[src/rtl/core/sbct_div.sv]
// One lane of the pipelined restoring divider, one quotient bit per stage.
// Depends on nothing; the top level supplies the stage enables.
module sbct_div #(
    parameter int unsigned W = 24,
    parameter int unsigned F = 16
) (
    input  logic         aclk,
    input  logic [F+1:0] en,
    input  logic [W:0]   mag_i,
    input  logic [W-1:0] den_i,
    input  logic         neg_i,
    input  logic         ovf_i,
    output logic [F+1:0] q_o,
    output logic         remnz_o,
    output logic         neg_o,
    output logic         ovf_o
);

    localparam int unsigned NSTEP = F + 2;

    logic [W:0]   r_reg   [NSTEP];
    logic [W-1:0] d_reg   [NSTEP];
    logic [F+1:0] q_reg   [NSTEP];
    logic         neg_reg [NSTEP];
    logic         ovf_reg [NSTEP];

    // The first step tests twice the divisor, the second the divisor, and
    // every later step doubles the remainder before testing.
    for (genvar s = 0; s < NSTEP; s++) begin : g_step
        logic [W:0]   r_prev, r_shift, cmp, r_next;
        logic [W-1:0] d_prev;
        logic [F+1:0] q_prev;
        logic         n_prev, o_prev, q_bit;

        if (s == 0) begin : g_src_in
            assign r_prev = mag_i;
            assign d_prev = den_i;
            assign q_prev = '0;
            assign n_prev = neg_i;
            assign o_prev = ovf_i;
        end else begin : g_src_stage
            assign r_prev = r_reg[s-1];
            assign d_prev = d_reg[s-1];
            assign q_prev = q_reg[s-1];
            assign n_prev = neg_reg[s-1];
            assign o_prev = ovf_reg[s-1];
        end

        if (s >= 2) begin : g_shift
            assign r_shift = {r_prev[W-1:0], 1'b0};
        end else begin : g_noshift
            assign r_shift = r_prev;
        end

        if (s == 0) begin : g_cmp_two
            assign cmp = {d_prev, 1'b0};
        end else begin : g_cmp_one
            assign cmp = {1'b0, d_prev};
        end

        assign q_bit  = (r_shift >= cmp);
        assign r_next = q_bit ? (r_shift - cmp) : r_shift;

        always_ff @(posedge aclk) begin
            if (en[s]) begin
                r_reg[s]   <= r_next;
                d_reg[s]   <= d_prev;
                q_reg[s]   <= {q_prev[F:0], q_bit};
                neg_reg[s] <= n_prev;
                ovf_reg[s] <= o_prev;
            end
        end
    end

    assign q_o     = q_reg[NSTEP-1];
    assign remnz_o = (r_reg[NSTEP-1] != '0);
    assign neg_o   = neg_reg[NSTEP-1];
    assign ovf_o   = ovf_reg[NSTEP-1];

endmodule

[config.mk]
export PLATFORM = sky130hd
export DESIGN_NAME = sbct_div
export DESIGN_NICKNAME = d
export VERILOG_FILES = /design/src/rtl/core/sbct_div.sv
export SDC_FILE = /design/constraint.sdc
export NUM_CORES = 2
export LEC_CHECK = 0
export BUFFER_PORTS_ARGS = -buffer_cell sky130_fd_sc_hd__buf_2
export CORE_ASPECT_RATIO = 0.75
export CORE_MARGIN = 4
export CORE_UTILIZATION = 35
export CTS_CLUSTER_DIAMETER = 40
export CTS_CLUSTER_SIZE = 24
export DETAILED_ROUTE_END_ITERATION = 12
export PLACE_DENSITY = 0.61
export SYNTH_ARGS = -nofsm -noshare
export SYNTH_HDL_FRONTEND = slang
export SYNTH_SLANG_ARGS = --single-unit
[constraint.sdc]
create_clock -name aclk -period 3 [get_ports aclk]
set_clock_uncertainty 0.05 [all_clocks]
set_input_delay 0.6 -clock aclk [delete_from_list [all_inputs] [get_ports aclk]]
set_output_delay 0.6 -clock aclk [all_outputs]
set_load 0.03 [all_outputs]
### Yosys cells after proc, flatten, opt, wreduce, memory -nomap -nowiden

Memory sizes are Yosys's and may differ from the RTL's.
Cells that the tools add are included.

| operators by class | value |
|---|---|
| muxes and demuxes | 54 |
| reduce and logical (&&, ||, !) cells | 1 |
| add/sub/neg operators | 18 |
| $lt $le $gt $ge | 18 |

Operators with widths:

| cell | count |
|---|---|
| two-way mux 25 bit | 18 |
| greater-or-equal comparator 25 x 24 -> 1 bit | 17 |
| subtractor 25 x 24 -> 25 bit | 17 |
| two-way mux 1 bit | 36 |
| greater-or-equal comparator 25 bit | 1 |
| nonzero test 25 bit | 1 |
| subtractor 25 bit | 1 |

| storage, ports and cells | value |
|---|---|
| register bits | 0 |
| memories | 5 |
| logic and storage cells | 96 |
| memory bits (writable) | 1242 |

Memory list:

| memory | words | width | read ports | clocked after memory_dff | write ports | line | RTL |
|---|---|---|---|---|---|---|---|
| r_reg | 18 | 25 | 18 | 0 | 18 | 21 | `logic [W:0] r_reg [NSTEP];` |
| d_reg | 18 | 24 | 17 | 0 | 18 | 22 | `logic [W-1:0] d_reg [NSTEP];` |
| q_reg | 18 | 18 | 18 | 0 | 18 | 23 | `logic [F+1:0] q_reg [NSTEP];` |
| neg_reg | 18 | 1 | 18 | 0 | 18 | 24 | `logic neg_reg [NSTEP];` |
| ovf_reg | 18 | 1 | 18 | 0 | 18 | 25 | `logic ovf_reg [NSTEP];` |

### Logic depth before layout (Yosys ltp)

An unclocked memory read counts as a cell.

| depth | value |
|---|---|
| depth in word-level cells | 3 |
| gate-level depth with buffers | 14 |

### Worst setup path after synthesis

Ideal clock, no wire load.

| timing | value |
|---|---|
| path type | input to register |
| from | input port mag_i[1] |
| to | memory r_reg[0][17] in the netlist's numbering (data pin) |
| stages on the path | 13 |
| setup slack | -227 ps |
| setup time | 260 ps |
| path buffers | 1 |
| arrival | 2918 ps |
| cell sequence | inv_1 > ha_1 > inv_1 > fa_1 > a21o_1 > a21oi_1 > o21a_1 > o21ai_0 > nand3_1 > o21ai_0 > a221o_1 > buf_2 > mux2_2 |

RTL lines:

| element | line | RTL |
|---|---|---|
| start: declaration | 9 | `input logic [W:0] mag_i,` |
| end: declaration | 21 |  |

==> flow_summary.ini <==
[global_route]
grt_pass1_vias = 44400
grt_antenna_before_repair = 2
grt_util_all_layers_pct = 18.3
overflow = 0
grt_pass1_wl_um = 255000
grt_max_degree = 67

[setup_path]
cp.required_ns = 3.46
worst_path_max_delay_cell = edfxtp_1
crit_type = reg -> reg
start_kind = flip-flop
crit_top_cell = buf_4
cpLargestDelayFamily = compound AO/OA/AOI/OAI gates
cp_num_buf_inv = 3
worst_ep_arrival_time_ns = 3.85
cpPeakStageDelay_ns = 0.44
cp_cell_sequence = ha_4 -> buf_4 -> a211o_1 -> nor3b_2 -> a21oi_4 -> a211oi_4 -> o41ai_4 -> a21oi_1 -> buf_4 -> o21ai_4 -> clkbuf_16 -> mux2_2
crit_fanout = 6
worstSetupEndpointType = flip-flop

[sta]
hold_viol_final = 0
fin_crit_ns = 3.39
fmax_ghz = 0.295
setup_violations = 329
finalCritPeriodShare_pct = 113
rsz0062_at_grt = yes
worst_pin_slew_ns = 0.781
setup_slack_ns = -0.388
slew_violations = 0
max_slew_margin_pct = 47.9

[final_layout]
nFillCells = 14300
fin_nets = 7165
syn_to_final_growth_pct = 41.0
multiInputGateArea_um2 = 29900
layout_common_cells = buf_4, edfxtp_1, inv_1
drive_gt1_share_pct = 37.0
regArea_um2 = 31500
largest_reg_flops = 434
utilization_pct = 49.8
num_antenna_cells = 0
final_common_cell = buf_4
fin_cells = 9013

[logic_synthesis]
synthArstFlopShare_pct = 0
synth_compound_area_share_pct = 14.8
synthXorXnorAreaFrac_pct = 5.12
syn-num-nets = 5754
yosysWarnings = 0
synthMuxAreaShare_pct = 3.77
ys_types = 102
syn_avg_cell_area_um2 = 11.3
synth_fa_ha_area_share_pct = 9.72
synth_area_um2 = 59300
synth_top_family_by_area = compound AO/OA/AOI/OAI gates
yosys_register_bits = 1049
synth_ff_type = edfxtp_1
synth_edf_count = 1049
synth_seq_area_share_pct = 53.1
netlist_instances = 5234
synthSimpleGateAreaFrac_pct = 9.10

[detailed_routing]
vias = 46200
wirelength_um = 170000
drtPass1Iterations = 9
routedWlPerCell_um = 18.8
ant_nets = 0
post-route-drc-count = 0
drt_iter0_drc = 4432
via_per_inst = 5.13

[power_and_ir_drop]
p_leak_nw = 35.5
powerDensity_nw_per_um2 = 1180
vdd_drop_max_mv = 0.640

[floorplan]
die_area_um2 = 176000
fp-row-count = 130
die_y_um = 365
core_area_um2 = 168000
num_io_pins = 91
chipWidth_um = 483
initial_core_util_pct = 35.3

[clock_network]
cts_tree = yes
cts.sinks = 1049
cts.clk_slew.worst_paths_ns = 0.06
cts_root_buffer = clkbuf_16
clk_latency_ns = 0.79
htreeDepth = 4
clk_path_buf_depth = 3
cts_buffers = 149

[placement]
hpwl_um = 118000
numPortBuffers = 90
place.gp.congestion = 0.936
placed_cells = 8454

[worst_hold_path]
hp-class = in -> reg

[run_status]
status = finished, violations left
violations = setup timing

[job]
maxCapViolations = 0
==> per-stage QoR <==
step	cell area [µm²]	hold WS (ns)	TNS, ns	setup slack (ns)	power (mW)
detailed placement	70200	0.355	-90.73	-0.526	64.3
finish	83700	0.0735	-53.87	-0.388	98.8
global placement	70200	0.351	-76.67	-0.527	63.7
global route	83700	0.0242	-86.65	-0.475	104
floorplan	59600	0.350	-0.616	-0.0305	49.0
CTS	80400	0.00909	-52.45	-0.360	92.8
==> logic make-up (layout without fill, tap and decap cells) <==
logic type,Yosys count,after routing
flops,1049,1049
compound gates,1382,1382
mux,198,198
buf+inv,671,2206
fa+ha+maj,450,450
simple gates,1137,1137
xor+xnor,347,347
==> report_power, final <==
group	switching (mW)	leakage, nW	internal, mW	total (mW)
clock network	7.53	2.52	10.7	18.2
registers	2.65	10.3	22.0	24.7
logic	27.5	22.7	28.4	55.9
total	37.7	35.5	61.1	98.8
==> path summary, 6_finish.rpt <==
| path | from | endpoint | slack [ns] | cells after the start |
|---|---|---|---|---|
| setup / recovery | r_reg[5][6]$_DFFE_PP_ | r_reg[6][10]$_DFFE_PP_ | -0.39 | 12 |
| hold reg to reg | q_reg[7][7]$_DFFE_PP_ | q_reg[8][8]$_DFFE_PP_ | 0.36 | 0 |
| hold / removal | den_i[15] | d_reg[0][15]$_DFFE_PP_ | 0.07 | 2 |
| setup reg to reg | r_reg[5][6]$_DFFE_PP_ | r_reg[6][10]$_DFFE_PP_ | -0.39 | 12 |
==> what timing repair did <==
| item | CTS | global route |
|---|---|---|
| hold buffers | 14 | 0 |
| endpoints found under the hold margin | 14 | 0 |
| gates resized for setup | 739 | 599 |
| endpoints found under the setup margin | 415 | 437 |
| buffers inserted | 140 | 113 |
| pin swaps | 209 | 284 |
| gates cloned | 41 | 16 |
==> cell usage after synthesis, types with 12 or more instances <==
master / instances / area (µm²)
edfxtp_1: 1049 / 31500
inv_1: 550 / 2060
ha_1: 432 / 5410
a21oi_1: 394 / 1970
nand2_1: 378 / 1420
o21ai_0: 346 / 1730
nor2_1: 288 / 1080
xnor2_1: 209 / 1830
a21o_1: 206 / 1550
mux2_2: 164 / 1850
xor2_1: 138 / 1210
nand3_1: 84 / 420
clkbuf_1: 81 / 304
nor3_1: 60 / 300
nand2b_1: 56 / 350
nor2b_1: 55 / 344
o21a_1: 55 / 413
nand4_1: 52 / 325
o21bai_1: 49 / 368
and3_1: 35 / 219
a31oi_1: 34 / 213
o31ai_1: 30 / 225
a211oi_1: 29 / 218
o211ai_1: 26 / 195
and2_1: 23 / 144
o21ai_1: 21 / 105
or3_1: 21 / 131
mux2i_1: 19 / 190
nor4_1: 19 / 119
fa_1: 18 / 360
buf_2: 17 / 85.1
a21boi_0: 15 / 113
and4_1: 15 / 131
o31a_1: 15 / 131
a2111oi_0: 13 / 114
or2_2: 13 / 81.3
o2111ai_1: 12 / 105
==> final cells by class <==
type                            instances  share of cell area, %
Sequential cell                      1049                   37.6
Timing Repair inverter                  2                 0.0299
Timing Repair Buffer                 1375                   14.4
Inverter                              554                   2.55
Tap cell                             2244                   3.35
Clock buffer                          163                   4.57
Multi-Input combinational cell       3514                   35.7
Clock inverter                        112                   1.70
==> layer usage <==
layer | vias up | wire length, µm | global-route usage (%) | share of wire (%)
met5 | - | 0 | 0 | 0
met4 | 0 | 3240 | 3.93 | 1.9
met3 | 229 | 15400 | 4.52 | 9.1
met2 | 1591 | 67000 | 24.7 | 39
met1 | 22300 | 84100 | 28.9 | 50
li1 | 22100 | - | - | -
Power figures use the tool's default switching activity.
