`src/rtl/core/sbct_pkg.sv`:
```
// Shared types and constants for the swept box collision time unit.
// Used by sbct_front, sbct_resolve and the top level; depends on nothing.
package sbct_pkg;

    // Per-item control flags that travel alongside the division pipeline.
    typedef struct packed {
        logic early_miss;
        logic zero_x;
        logic zero_y;
        logic dx_pos;
        logic dy_pos;
    } sbct_flags_t;

    // Lane numbering of the four per-axis time divisions.
    localparam int unsigned LANE_X_IN  = 0;
    localparam int unsigned LANE_X_OUT = 1;
    localparam int unsigned LANE_Y_IN  = 2;
    localparam int unsigned LANE_Y_OUT = 3;
    localparam int unsigned NUM_LANES  = 4;

    // Contact normal codes.
    localparam logic signed [1:0] NORM_NEG  = -2'sd1;
    localparam logic signed [1:0] NORM_ZERO = 2'sd0;
    localparam logic signed [1:0] NORM_POS  = 2'sd1;

endpackage

```
`src/rtl/core/sbct_resolve.sv`:
```
// Time finishing (floor, saturation) and hit decision with output register.
// Depends on sbct_pkg.
module sbct_resolve #(
    parameter int unsigned F = 16
) (
    input  logic                                  aclk,
    input  logic                                  en_fin,
    input  logic                                  en_out,
    input  sbct_pkg::sbct_flags_t                 flags_i,
    input  logic [sbct_pkg::NUM_LANES-1:0][F+1:0] q_i,
    input  logic [sbct_pkg::NUM_LANES-1:0]        remnz_i,
    input  logic [sbct_pkg::NUM_LANES-1:0]        neg_i,
    input  logic [sbct_pkg::NUM_LANES-1:0]        ovf_i,
    output logic                                  hit_o,
    output logic [F:0]                            time_o,
    output logic signed [1:0]                     normal_x_o,
    output logic signed [1:0]                     normal_y_o
);

    localparam logic signed [F+2:0] T_ONE = {3'b001, {F{1'b0}}};
    localparam logic signed [F+2:0] T_SAT = {3'b010, {F{1'b0}}};
    localparam logic signed [F+2:0] T_UNB = {3'b011, {F{1'b0}}};

    logic signed [F+2:0]   t_next [sbct_pkg::NUM_LANES];
    logic signed [F+2:0]   t_reg  [sbct_pkg::NUM_LANES];
    sbct_pkg::sbct_flags_t flags_reg;

    logic signed [F+2:0] x_in, x_out, y_in, y_out, t_in, t_out;
    logic                hit;
    logic                hit_reg;
    logic [F:0]          time_reg;
    logic signed [1:0]   nx_reg, ny_reg;

    // Floor of the signed quotient, saturated to plus or minus two.
    always_comb begin
        for (int i = 0; i < sbct_pkg::NUM_LANES; i++) begin
            logic [F+2:0] c, m;
            c = {1'b0, q_i[i]} + {{(F+2){1'b0}}, neg_i[i] & remnz_i[i]};
            m = (ovf_i[i] || (c > $unsigned(T_SAT))) ? $unsigned(T_SAT) : c;
            t_next[i] = neg_i[i] ? -$signed(m) : $signed(m);
        end
        // A still axis never bounds the contact time.
        if (flags_i.zero_x) begin
            t_next[sbct_pkg::LANE_X_IN]  = -T_UNB;
            t_next[sbct_pkg::LANE_X_OUT] = T_UNB;
        end
        if (flags_i.zero_y) begin
            t_next[sbct_pkg::LANE_Y_IN]  = -T_UNB;
            t_next[sbct_pkg::LANE_Y_OUT] = T_UNB;
        end
    end

    always_ff @(posedge aclk) begin
        if (en_fin) begin
            t_reg     <= t_next;
            flags_reg <= flags_i;
        end
    end

    // Later entry against earlier exit decides the hit.
    assign x_in  = t_reg[sbct_pkg::LANE_X_IN];
    assign x_out = t_reg[sbct_pkg::LANE_X_OUT];
    assign y_in  = t_reg[sbct_pkg::LANE_Y_IN];
    assign y_out = t_reg[sbct_pkg::LANE_Y_OUT];
    assign t_in  = (x_in > y_in) ? x_in : y_in;
    assign t_out = (x_out < y_out) ? x_out : y_out;
    assign hit   = !flags_reg.early_miss
                   && !((x_in < 0) && (y_in < 0))
                   && !(x_in > T_ONE) && !(y_in > T_ONE)
                   && !(t_in > t_out);

    // Output register; the normal lies on the axis that enters last.
    always_ff @(posedge aclk) begin
        if (en_out) begin
            hit_reg  <= hit;
            time_reg <= hit ? t_in[F:0] : '0;
            nx_reg   <= sbct_pkg::NORM_ZERO;
            ny_reg   <= sbct_pkg::NORM_ZERO;
            if (hit) begin
                if (x_in > y_in) begin
                    nx_reg <= flags_reg.dx_pos ? sbct_pkg::NORM_NEG : sbct_pkg::NORM_POS;
                end else begin
                    ny_reg <= flags_reg.dy_pos ? sbct_pkg::NORM_NEG : sbct_pkg::NORM_POS;
                end
            end
        end
    end

    assign hit_o      = hit_reg;
    assign time_o     = time_reg;
    assign normal_x_o = nx_reg;
    assign normal_y_o = ny_reg;

endmodule

```
`config.mk`:
```
export PLATFORM = sky130hd
export DESIGN_NAME = sbct_resolve
export DESIGN_NICKNAME = d
export VERILOG_FILES = /design/src/rtl/core/sbct_pkg.sv /design/src/rtl/core/sbct_resolve.sv
export SDC_FILE = /design/constraint.sdc
export NUM_CORES = 1
export LEC_CHECK = 0
export BUFFER_PORTS_ARGS = -buffer_cell sky130_fd_sc_hd__buf_2
export CAP_MARGIN = 20
export CORE_MARGIN = 2
export CORE_UTILIZATION = 55
export DETAILED_ROUTE_END_ITERATION = 7
export HOLD_SLACK_MARGIN = 0.15
export PLACE_DENSITY = 0.79
export RECOVER_POWER = 100
export SETUP_SLACK_MARGIN = 0.1
export SLEW_MARGIN = 10
export SYNTH_ARGS = -nofsm -noshare
export SYNTH_HDL_FRONTEND = slang
export SYNTH_SLANG_ARGS = --single-unit
```
`constraint.sdc`:
```
create_clock -name aclk -period 4.1 [get_ports aclk]
set_input_delay 0.41 -clock aclk [delete_from_list [all_inputs] [get_ports aclk]]
set_output_delay 0.41 -clock aclk [all_outputs]
set_load 0.02 [all_outputs]
```
# Word level (Yosys, flattened, before mapping)
# Index checks and enable logic that the tools add are counted.
# totals
in_bits	92
out_inout_bits	22
memories	0
latch_bits	0
mem_bits_rw	0
regBits	101
mem_bits_ro	0
# classes
muxes	12
n_mul	0
bitwise	5
eq_ne	0
shift	0
n_addsub	8
n_div	0
n_lt_le_gt_ge	11
reduce_logical	16
# ops
op	n
19-bit 2-to-1 mux	10
19-bit by 18-bit > comparator with 1-bit output (second input constant)	6
18-bit by 1-bit adder with 19-bit output	4
19-bit negator	4
19-bit > comparator	2
19-bit by 1-bit < comparator with 1-bit output (second input constant)	2
19-bit < comparator	1
1-bit logical AND	5
1-bit zero test	5
1-bit AND	4
1-bit logical OR	4
2-bit 2-to-1 mux	2
2-bit AND reduction	1
2-bit OR reduction	1
1-bit inverter	1

# Logic depth before layout (Yosys ltp)
# Gate-level depths: netlist of run 1.
# depth
depth_word	9
depth_mapped	22

# Worst setup path before layout of run 1
# No wires, ideal clock.
# synth_path
path_type	register -> register
from	reg t_reg, in the netlist x_out[12]
to	reg time_reg[1], in the netlist time_o[1], data pin
path_stages_with_launch	22
setup_slack_ns	-0.381
t_arrival_ns	4.212
path_buffers	3
path_cell_list	edfxtp_1 ha_1 a21oi_1 nor2b_1 o21ai_0 nand4b_1 a41oi_1 a311oi_1 o31a_1 clkbuf_1 clkbuf_1 mux2i_1 ha_1 nor2b_1 o21a_1 o21a_1 o21a_1 o21ai_0 a2111o_1 a21oi_1 clkbuf_1 nor3b_1
# synth_via
elab_chain_cells	5
# synth_rtl
item	line_no	source
start: declaration	sbct_resolve.sv:25	logic signed [F+2:0] t_reg [sbct_pkg::NUM_LANES];
start signal: assignment	sbct_resolve.sv:55	t_reg <= t_next;
19-bit < comparator	sbct_resolve.sv:66	assign t_out = (x_out < y_out) ? x_out : y_out;
19-bit 2-to-1 mux *	sbct_resolve.sv:66	
19-bit > comparator *	sbct_resolve.sv:70	&& !(t_in > t_out);
1-bit zero test *	sbct_resolve.sv:70	
1-bit logical AND *	sbct_resolve.sv:70	
end signal: assignment	sbct_resolve.sv:76	time_reg <= hit ? t_in[F:0] : '0;
end: declaration	sbct_resolve.sv:31	logic [F:0] time_reg;
# Mark *: on every way between the ends. The rest lies on a longest branch, timed or not.
# A chain may end at the register's enable or synchronous reset.

# Worst setup path in the final report of run 1
# layout_path
from	reg t_reg, in the netlist x_in[1]
to	reg time_reg[15], in the netlist time_o[15], data pin
# layout_via
elab_cells_between_ends	13
cone_classes	order compare: 4; mux: 1; reduce/logical: 8
# layout_lines
item	line_no	source
19-bit > comparator	sbct_resolve.sv:65	assign t_in = (x_in > y_in) ? x_in : y_in;
19-bit 2-to-1 mux *	sbct_resolve.sv:65	
via t_in[1]	sbct_resolve.sv:28	logic signed [F+2:0] x_in, x_out, y_in, y_out, t_in, t_out;
19-bit > comparator *	sbct_resolve.sv:70	
1-bit zero test *	sbct_resolve.sv:70	
1-bit logical AND *	sbct_resolve.sv:70	
# The timed path passes the listed nets; every way through them passes the cells marked *.

==> summary.md, run 1 <==
| Metric | Value |
|---|---|
| Net count of the mapped netlist | `1361` |
| Post-synthesis register bit count | `101` |
| Count of distinct cell types in the synthesized netlist | `89` |
| MaxCap Viol Count | `1` |
| Area of the multi-input gates | `0.00714 mm^2` |
| Maximum root-to-sink buffer count | `2` |
| Post-synthesis instance area | `0.0102 mm^2` |
| DRC violations left | `0` |
| I/O pins | `114` |
| Routed wire length per instance | `17.7 um` |
| Largest net degree at the start of global routing | `41` |
| CTS Root Cell | `clkbuf_16` |
| Yosys warning total | `0` |
| Critical path cell sequence | `ha_1, nor2b_4, o21a_1, o21a_1, o31ai_2, a22o_4, a31oi_4, mux2_4, ha_4, nor2b_4, o21a_1, o21a_1, o21a_1, o21ai_1, a2111o_1, a21oi_4, clkbuf_16, nor4_1` |
| Start point of the worst min-delay path | `flags_i[4]` |
| ANT cells | `0` |
| H-tree lvl count | `3` |
| Number of port buffers | `113` |
| Type of the worst setup path | `register to register` |
| Area Growth Syn to Fin | `21.7%` |
| Sink count of the clock tree | `101` |
| Static power due to leakage | `4.94 nW` |
| Sequential standard cell area | `0.00303 mm^2` |
| Global-route wire length before repair | `45500 um` |
| Post-route cell area | `0.0125 mm^2` |
| Max VDD drop | `215 uV` |
| FFs w/ async S/R, synth | `0` |
| Largest fanout of any net on the critical path | `11` |
| Kind of cell adding the most delay to the critical path | `compound AO/OA/AOI/OAI gates` |
| Remaining global-route overflow | `0` |
| Maximum achievable frequency | `238 MHz` |
| Number of CTS-inserted buffers | `9` |
| Count of final hold-check violations | `0` |
| Cell type with the largest total area after synthesis | `edfxtp_1` |
| Clock tree from TritonCTS | `yes` |
| Nets@finish | `1546` |
| Power Total | `0.00376 W` |
| Failing checks | `capacitance limit, slew limit, setup timing` |
| Via density per instance | `6.14` |
| Worst reg-to-reg path cell count | `18` |
| Fraction of synthesized cell area taken by the top area cell type | `0.296` |
| Iter 0 DRT Violations | `829` |
| Number of max-slew violations in the final report | `41` |
| Per-instance average area after synthesis | `8.54 um^2` |
| Tightest Hold Check Type | `input port to register` |
| Die W | `141 um` |
| Crit path arrival time | `4.29 ns` |
| Vias | `9944` |
| Top cell types by occurrence after synthesis | `108 x nand2_1, 103 x nor2_1, 101 x edfxtp_1, 69 x ha_1, 58 x xnor2_1` |
| Count of TritonRoute iterations in the first routing pass | `5` |
| Area of the core region | `0.0181 mm^2` |
| Power per unit of standard cell area | `301 mW/mm^2` |
| Overall Global Routing Usage | `0.281` |
| Period utilization | `1.03` |
| Worst Hold Endpoint | `flags_reg[4]` |
| Final count of negative-setup-slack endpoints | `23` |
| Routed WL | `28700 um` |
| Maximum clock skew at final layout | `0.00934 ns` |
| Final RePlAce weighted congestion | `0.961` |
| Min Clock Period, post-route | `4.21 ns` |
| Run status | `finished, violations left` |
| Critical Path Slowest Stage Cell | `edfxtp_1` |
| Cell depth of the worst min-delay path | `1` |
| Library cell appearing most often on the critical path | `o21a_1` |
| Placement Cell Area | `0.0117 mm^2` |
| Clock-pin slew on the worst setup and hold paths | `0.07 ns` |
| Sequential area share after synthesis | `0.296` |
| Main synth FF type | `edfxtp_1` |
| Required time at the worst-slack endpoint | `4.18 ns` |
| Unrepaired setup endpoints after global routing | `true` |
| Worst flop-to-flop path endpoint | `time_o[15]` |
| Final WS setup | `-0.108 ns` |
| Effective utilization at floorplan | `0.565` |
| Number of flops mapped to enable cells by yosys | `101` |
| Antenna violations before repair | `0` |
| Number of instances in the synthesized netlist | `1200` |
| Reg-to-reg slack, setup | `-0.11 ns` |
| Critical Path End Type | `register` |
| Number of global-route vias before repair | `9134` |
| Cell with the most instances after synthesis | `nand2_1` |
| Hold_buf cts | `0` |
| Overall die area | `0.0197 mm^2` |
| Vertical die dimension | `141 um` |
| Clock network latency to the later pin of the worst-skew pair | `0.34 ns` |
| Source of the worst register-to-register timing path | `x_in[1]` |
| Final HPWL from detailed placement | `22300 um` |
| Number of logic stages on the critical path including buffering | `18` |
| Slew headroom | `-0.406` |
| Fraction of layout cells with a size suffix above 1 | `0.228` |
| Synth top area cells | `edfxtp_1 30%, ha_1 8.4%, xnor2_1 5.0%, nand2_1 4.0%, nor2_1 3.8%` |
| Largest stage delay on the critical path | `0.41 ns` |
| Element type at the critical path start | `register` |
| Total buffers and inverters traversed by the critical path | `1` |
| Actual slew at the worst max-slew pin | `2.11 ns` |
| Remaining antenna violation count after routing | `0` |
| Fillcell total | `1466` |
| Site row count | `49` |
## layout make-up
cell class / instances / share of cell area
multi-input combinational: 979 / 0.573
sequential: 101 / 0.243
timing repair buffer: 237 / 0.121
tap: 229 / 0.0230
clock buffer: 9 / 0.0181
inverter: 57 / 0.0172
clock inverter: 7 / 0.00431
## stage by stage
| stage | util | TNS [ns] | setup slack [ns] | hold WS, ns | std cells |
|---|---|---|---|---|---|
| CTS | 0.670 | 0 | 0.0779 | 0.237 | 1605 |
| floorplan | - | 0 | 0.0861 | 0.509 | 1200 |
| detailed placement | 0.645 | -2.30 | -0.179 | 0.588 | 1580 |
| global route | 0.687 | -6.47 | -0.291 | 0.236 | 1619 |
| finish | 0.687 | -1.80 | -0.108 | 0.242 | 1619 |
| global placement | 0.645 | -0.264 | -0.101 | 0.589 | 1580 |
## routing by layer
layer	share of wire	vias to the layer above	GRT usage	wire length, um
met5	0	-	0	0
met4	0.029	0	0.0826	819
met3	0.055	56	0.0315	1560
met2	0.47	350	0.470	13600
met1	0.44	4681	0.385	12700
li1	-	4857	-	-
## how the worst max path moves through the flow
stage | from | end
2_1_floorplan | neg_i[0] | x_in[2]
3_3_place_gp | neg_i[3] | y_out[16]
3_5_place_dp | x_in[1] | normal_y_o[1]
4_1_cts | x_out[12] | normal_x_o[0]
5_1_grt | x_in[1] | normal_y_o[1]
6_report | x_in[1] | time_o[15]
## cells by family after synthesis
family / share of synthesized area
simple gates: 0.275
mux: 0.0458
xor+xnor: 0.0786
buf+inv: 0.0482
fa+ha+maj: 0.0842
compound gates: 0.172
flops: 0.296
## power by group
part           total (W)  internal, W  switching, W
Clock           0.000816     0.000420      0.000396
Combinational    0.00165     0.000759      0.000891
Sequential       0.00129      0.00123     0.0000579
## cells in the final DEF (no fill, tap or decap), types with 11 or more instances in the layout
cell type | netlist | final
a21oi_1 | 46 | 39
buf_4 | 3 | 108
a21o_1 | 14 | 14
xnor2_1 | 58 | 57
edfxtp_1 | 101 | 101
ha_1 | 69 | 59
nand2b_1 | 26 | 25
o21a_1 | 15 | 15
o21ai_0 | 45 | 46
nand2_1 | 108 | 108
o31ai_1 | 18 | 19
a31oi_1 | 15 | 12
and3_1 | 14 | 14
nand4_1 | 27 | 28
xor2_1 | 34 | 34
nor2b_1 | 22 | 18
clkbuf_16 | 0 | 11
nand3_1 | 57 | 56
nor2_1 | 103 | 99
buf_2 | 14 | 88
clkbuf_1 | 44 | 33
mux2i_1 | 33 | 31
nand3b_1 | 16 | 16
nor4_1 | 34 | 29
nor3_1 | 32 | 30
inv_1 | 55 | 54
## repair_timing
| item | in CTS | in global routing |
|---|---|---|
| resized for setup | 20 | 58 |
| pin swaps | 6 | 27 |
| cloned | 0 | 3 |
| setup buffers | 9 | 11 |
| setup endpoints to repair | 22 | 30 |
(Power assumes the default switching activity.)
==> run 2: changes to the inputs <==
--- a/config.mk
+++ b/config.mk
@@ -11,10 +11,11 @@
 export CORE_UTILIZATION = 55
 export DETAILED_ROUTE_END_ITERATION = 7
 export HOLD_SLACK_MARGIN = 0.15
-export PLACE_DENSITY = 0.79
+export PLACE_DENSITY = 0.82
 export RECOVER_POWER = 100
 export SETUP_SLACK_MARGIN = 0.1
 export SLEW_MARGIN = 10
 export SYNTH_ARGS = -nofsm -noshare
 export SYNTH_HDL_FRONTEND = slang
 export SYNTH_SLANG_ARGS = --single-unit
+export TNS_END_PERCENT = 30
==> run 2 against run 1 <==
Against the previous run:
- the run still ends with capacitance limit, slew limit, setup timing left
- first-iteration DRC count increased by 17%
- die area unchanged
- cell count increased by 0.86%
- power decreased by 0.47%
- sequential share of layout area increased by 0.19 points
- clock power increased by 7.1%
- sequential power about the same
- largest power group unchanged
- highest routed layer is now met5
==> summary.md, run 2 (synthesized netlist as in run 1, its figures left out) <==
| Metric | Value |
|---|---|
| Power share of the clock group | `0.234 (+0.017)` |
| Maximum clock skew at final layout | `0.00847 ns (-0.000867 ns)` |
| H-tree lvl count | `3 (unchanged)` |
| Remaining global-route overflow | `0 (unchanged)` |
| Count of final hold-check violations | `0 (unchanged)` |
| Area of the core region | `0.0181 mm^2 (unchanged)` |
| MaxCap Viol Count | `1 (unchanged)` |
| Largest net degree at the start of global routing | `80 (+95%)` |
| Final sum of negative setup slack | `-3.67 ns (-1.87 ns)` |
| Remaining antenna violation count after routing | `0 (unchanged)` |
| CTS Root Cell | `clkbuf_16` |
| Static power due to leakage | `4.96 nW (+0.42%)` |
| Nets@finish | `1560 (+0.91%)` |
| Final count of negative-setup-slack endpoints | `24 (+4.3%)` |
| Number of max-slew violations in the final report | `80 (+95%)` |
| Effective utilization at floorplan | `0.565 (unchanged)` |
| Overall die area | `0.0197 mm^2 (unchanged)` |
| Vias | `9928 (-0.16%)` |
| Type of the worst setup path | `register to register` |
| Actual slew at the worst max-slew pin | `1.99 ns (-0.115 ns)` |
| Final HPWL from detailed placement | `22600 um (+1.5%)` |
| Number of CTS-inserted buffers | `9 (unchanged)` |
| Clock-pin slew on the worst setup and hold paths | `0.07 ns (about the same)` |
| Maximum root-to-sink buffer count | `2 (unchanged)` |
| Run status | `finished, violations left` |
| Slew headroom | `-0.329 (+0.0769)` |
| Fraction of layout cells with a size suffix above 1 | `0.221 (-0.00726)` |
| Via density per instance | `6.08 (-1.0%)` |
| Clock network latency to the later pin of the worst-skew pair | `0.36 ns (+0.02 ns)` |
| Largest fanout of any net on the critical path | `6 (-5)` |
| Power per unit of standard cell area | `302 mW/mm^2 (+0.31%)` |
| Largest stage delay on the critical path | `0.46 ns (+0.05 ns)` |
| DRC violations left | `0 (unchanged)` |
| Period utilization | `1.05 (+0.0197)` |
| Die W | `141 um (unchanged)` |
| Failing checks | `capacitance limit, slew limit, setup timing` |
| Overall Global Routing Usage | `0.286 (+0.00489)` |
| Critical path cell sequence | `inv_1, ha_1, a21o_1, a21o_1, a21oi_2, o2111a_1, a22o_4, buf_6, a31oi_4, mux2_4, ha_4, nor2b_1, o21a_1, o21a_1, o21a_1, o21ai_2, a2111o_1, a21oi_4, clkbuf_16, nor4_1` |
| Fillcell total | `1533 (+4.6%)` |
| Post-Place Setup Slack | `-0.222 ns (-0.0429 ns)` |
| Antenna violations before repair | `1 (+1)` |
| Area Growth Syn to Fin | `20.7%` |
| Sink count of the clock tree | `101 (unchanged)` |
| Logic pwr share | `0.421 (-0.018)` |
| Unrepaired setup endpoints after global routing | `true` |
| Routed wire length per instance | `17.6 um (-0.68%)` |
| I/O pins | `114 (unchanged)` |
| Count of TritonRoute iterations in the first routing pass | `5 (unchanged)` |
| Min Clock Period, post-route | `4.29 ns (+0.0809 ns)` |
| Crit path arrival time | `4.39 ns (+0.10 ns)` |
| Number of port buffers | `113 (unchanged)` |
| Critical Path Slowest Stage Cell | `edfxtp_1` |
| Global-route wire length before repair | `45500 um (about the same)` |
| Internal power contribution | `0.00245 W (+1.4%)` |
| Clock tree from TritonCTS | `yes` |
| Site row count | `49 (unchanged)` |
| Library cell appearing most often on the critical path | `o21a_1` |
| Tightest Hold Check Type | `input port to register` |
| Vertical die dimension | `141 um (unchanged)` |
| Final WS setup | `-0.189 ns (-0.0809 ns)` |
| Total buffers and inverters traversed by the critical path | `3 (+2)` |
| Required time at the worst-slack endpoint | `4.20 ns (+0.02 ns)` |
| Maximum achievable frequency | `233 MHz (-1.9%)` |
| Commonest non-fill, non-tap cells in the layout | `123 x buf_4, 108 x nand2_1, 104 x nor2_1` |
| Number of global-route vias before repair | `8959 (-1.9%)` |
| Iter 0 DRT Violations | `971 (+17%)` |
| Net switching component of the power | `0.00129 W (-3.9%)` |
| Sequential power share | `0.345 (about the same)` |
| Element type at the critical path start | `register` |
| Post-route cell area | `0.0124 mm^2 (-0.77%)` |
| Power Total | `0.00374 W (-0.47%)` |
| Max VDD drop | `218 uV (+1.3%)` |
| ANT cells | `0 (unchanged)` |
| Kind of cell adding the most delay to the critical path | `compound AO/OA/AOI/OAI gates` |
| Final RePlAce weighted congestion | `0.985 (+2.5%)` |
| Placement Cell Area | `0.0119 mm^2 (+1.7%)` |
| Share of total power consumed by net switching | `0.346 (-0.0122)` |
| Most common library cell in the layout ignoring fill and taps | `buf_4` |
| Critical Path End Type | `register` |
| Routed WL | `28700 um (+0.18%)` |
run 2: area by class of cell:
class	count	area [um^2]	area share
timing repair buffer	251	1610	0.130
clock buffer	9	225	0.0182
clock inverter	7	85.1	0.00688
multi-input combinational	979	6920	0.560
tap	229	287	0.0232
inverter	57	214	0.0173
sequential	101	3030	0.245
run 2: timing repair:
item / 4_1_cts / 5_1_grt
endpoints found under the setup margin: 22 / 28
gates cloned: 0 / 3
resized for setup: 21 / 22
pin swaps: 3 / 15
hold buffers: 0 / 0
setup buffers: 1 / 6
run 2: final timing paths:
path                                   start             to  slack, ns  depth (start not counted)
worst max-delay path                 y_in[7]     time_o[11]      -0.19                         20
worst min-delay path              flags_i[0]   flags_reg[0]       0.23                          1
worst max register to register       y_in[7]     time_o[11]      -0.19                         20
worst min register to register  flags_reg[0]  normal_y_o[1]       0.65                          1
run 2: per-stage QoR:
stage / cells / util / hold WS (ns)
final: 1633 / 0.682 / 0.231
after floorplan: 1200 / - / 0.509
after CTS: 1624 / 0.680 / 0.223
after global routing: 1633 / 0.682 / 0.231
after detailed placement: 1607 / 0.656 / 0.593
after global placement: 1607 / 0.656 / 0.592
run 2: worst reg2reg max path, stage by stage, from the launching register on:
cell and delay [ns]:
edfxtp_1 0.46, inv_1 0.11, ha_1 0.15, a21o_1 0.13, a21o_1 0.13, a21oi_2 0.06
o2111a_1 0.24, a22o_4 0.24, buf_6 0.13, a31oi_4 0.25, mux2_4 0.35, ha_4 0.27
nor2b_1 0.12, o21a_1 0.13, o21a_1 0.11, o21a_1 0.12, o21ai_2 0.05, a2111o_1 0.45
a21oi_4 0.28, clkbuf_16 0.20, nor4_1 0.05
run 2: power by group through the flow:
stage | logic, W | registers (W) | clock network (W)
after global routing | 0.00172 | 0.00130 | 0.000917
after global placement | 0.00135 | 0.00130 | 0
after detailed placement | 0.00138 | 0.00131 | 0
final | 0.00158 | 0.00129 | 0.000874
after floorplan | 0.000836 | 0.00131 | 0
after CTS | 0.00144 | 0.00128 | 0.000886
run 2: layer usage:
| layer | GRT usage | vias to the layer above | share of wire |
|---|---|---|---|
| met5 | 0 | - | 0.00045 |
| met4 | 0.0900 | 2 | 0.025 |
| met1 | 0.386 | 4663 | 0.45 |
| met2 | 0.482 | 333 | 0.48 |
| met3 | 0.0338 | 55 | 0.047 |
| li1 | - | 4875 | - |
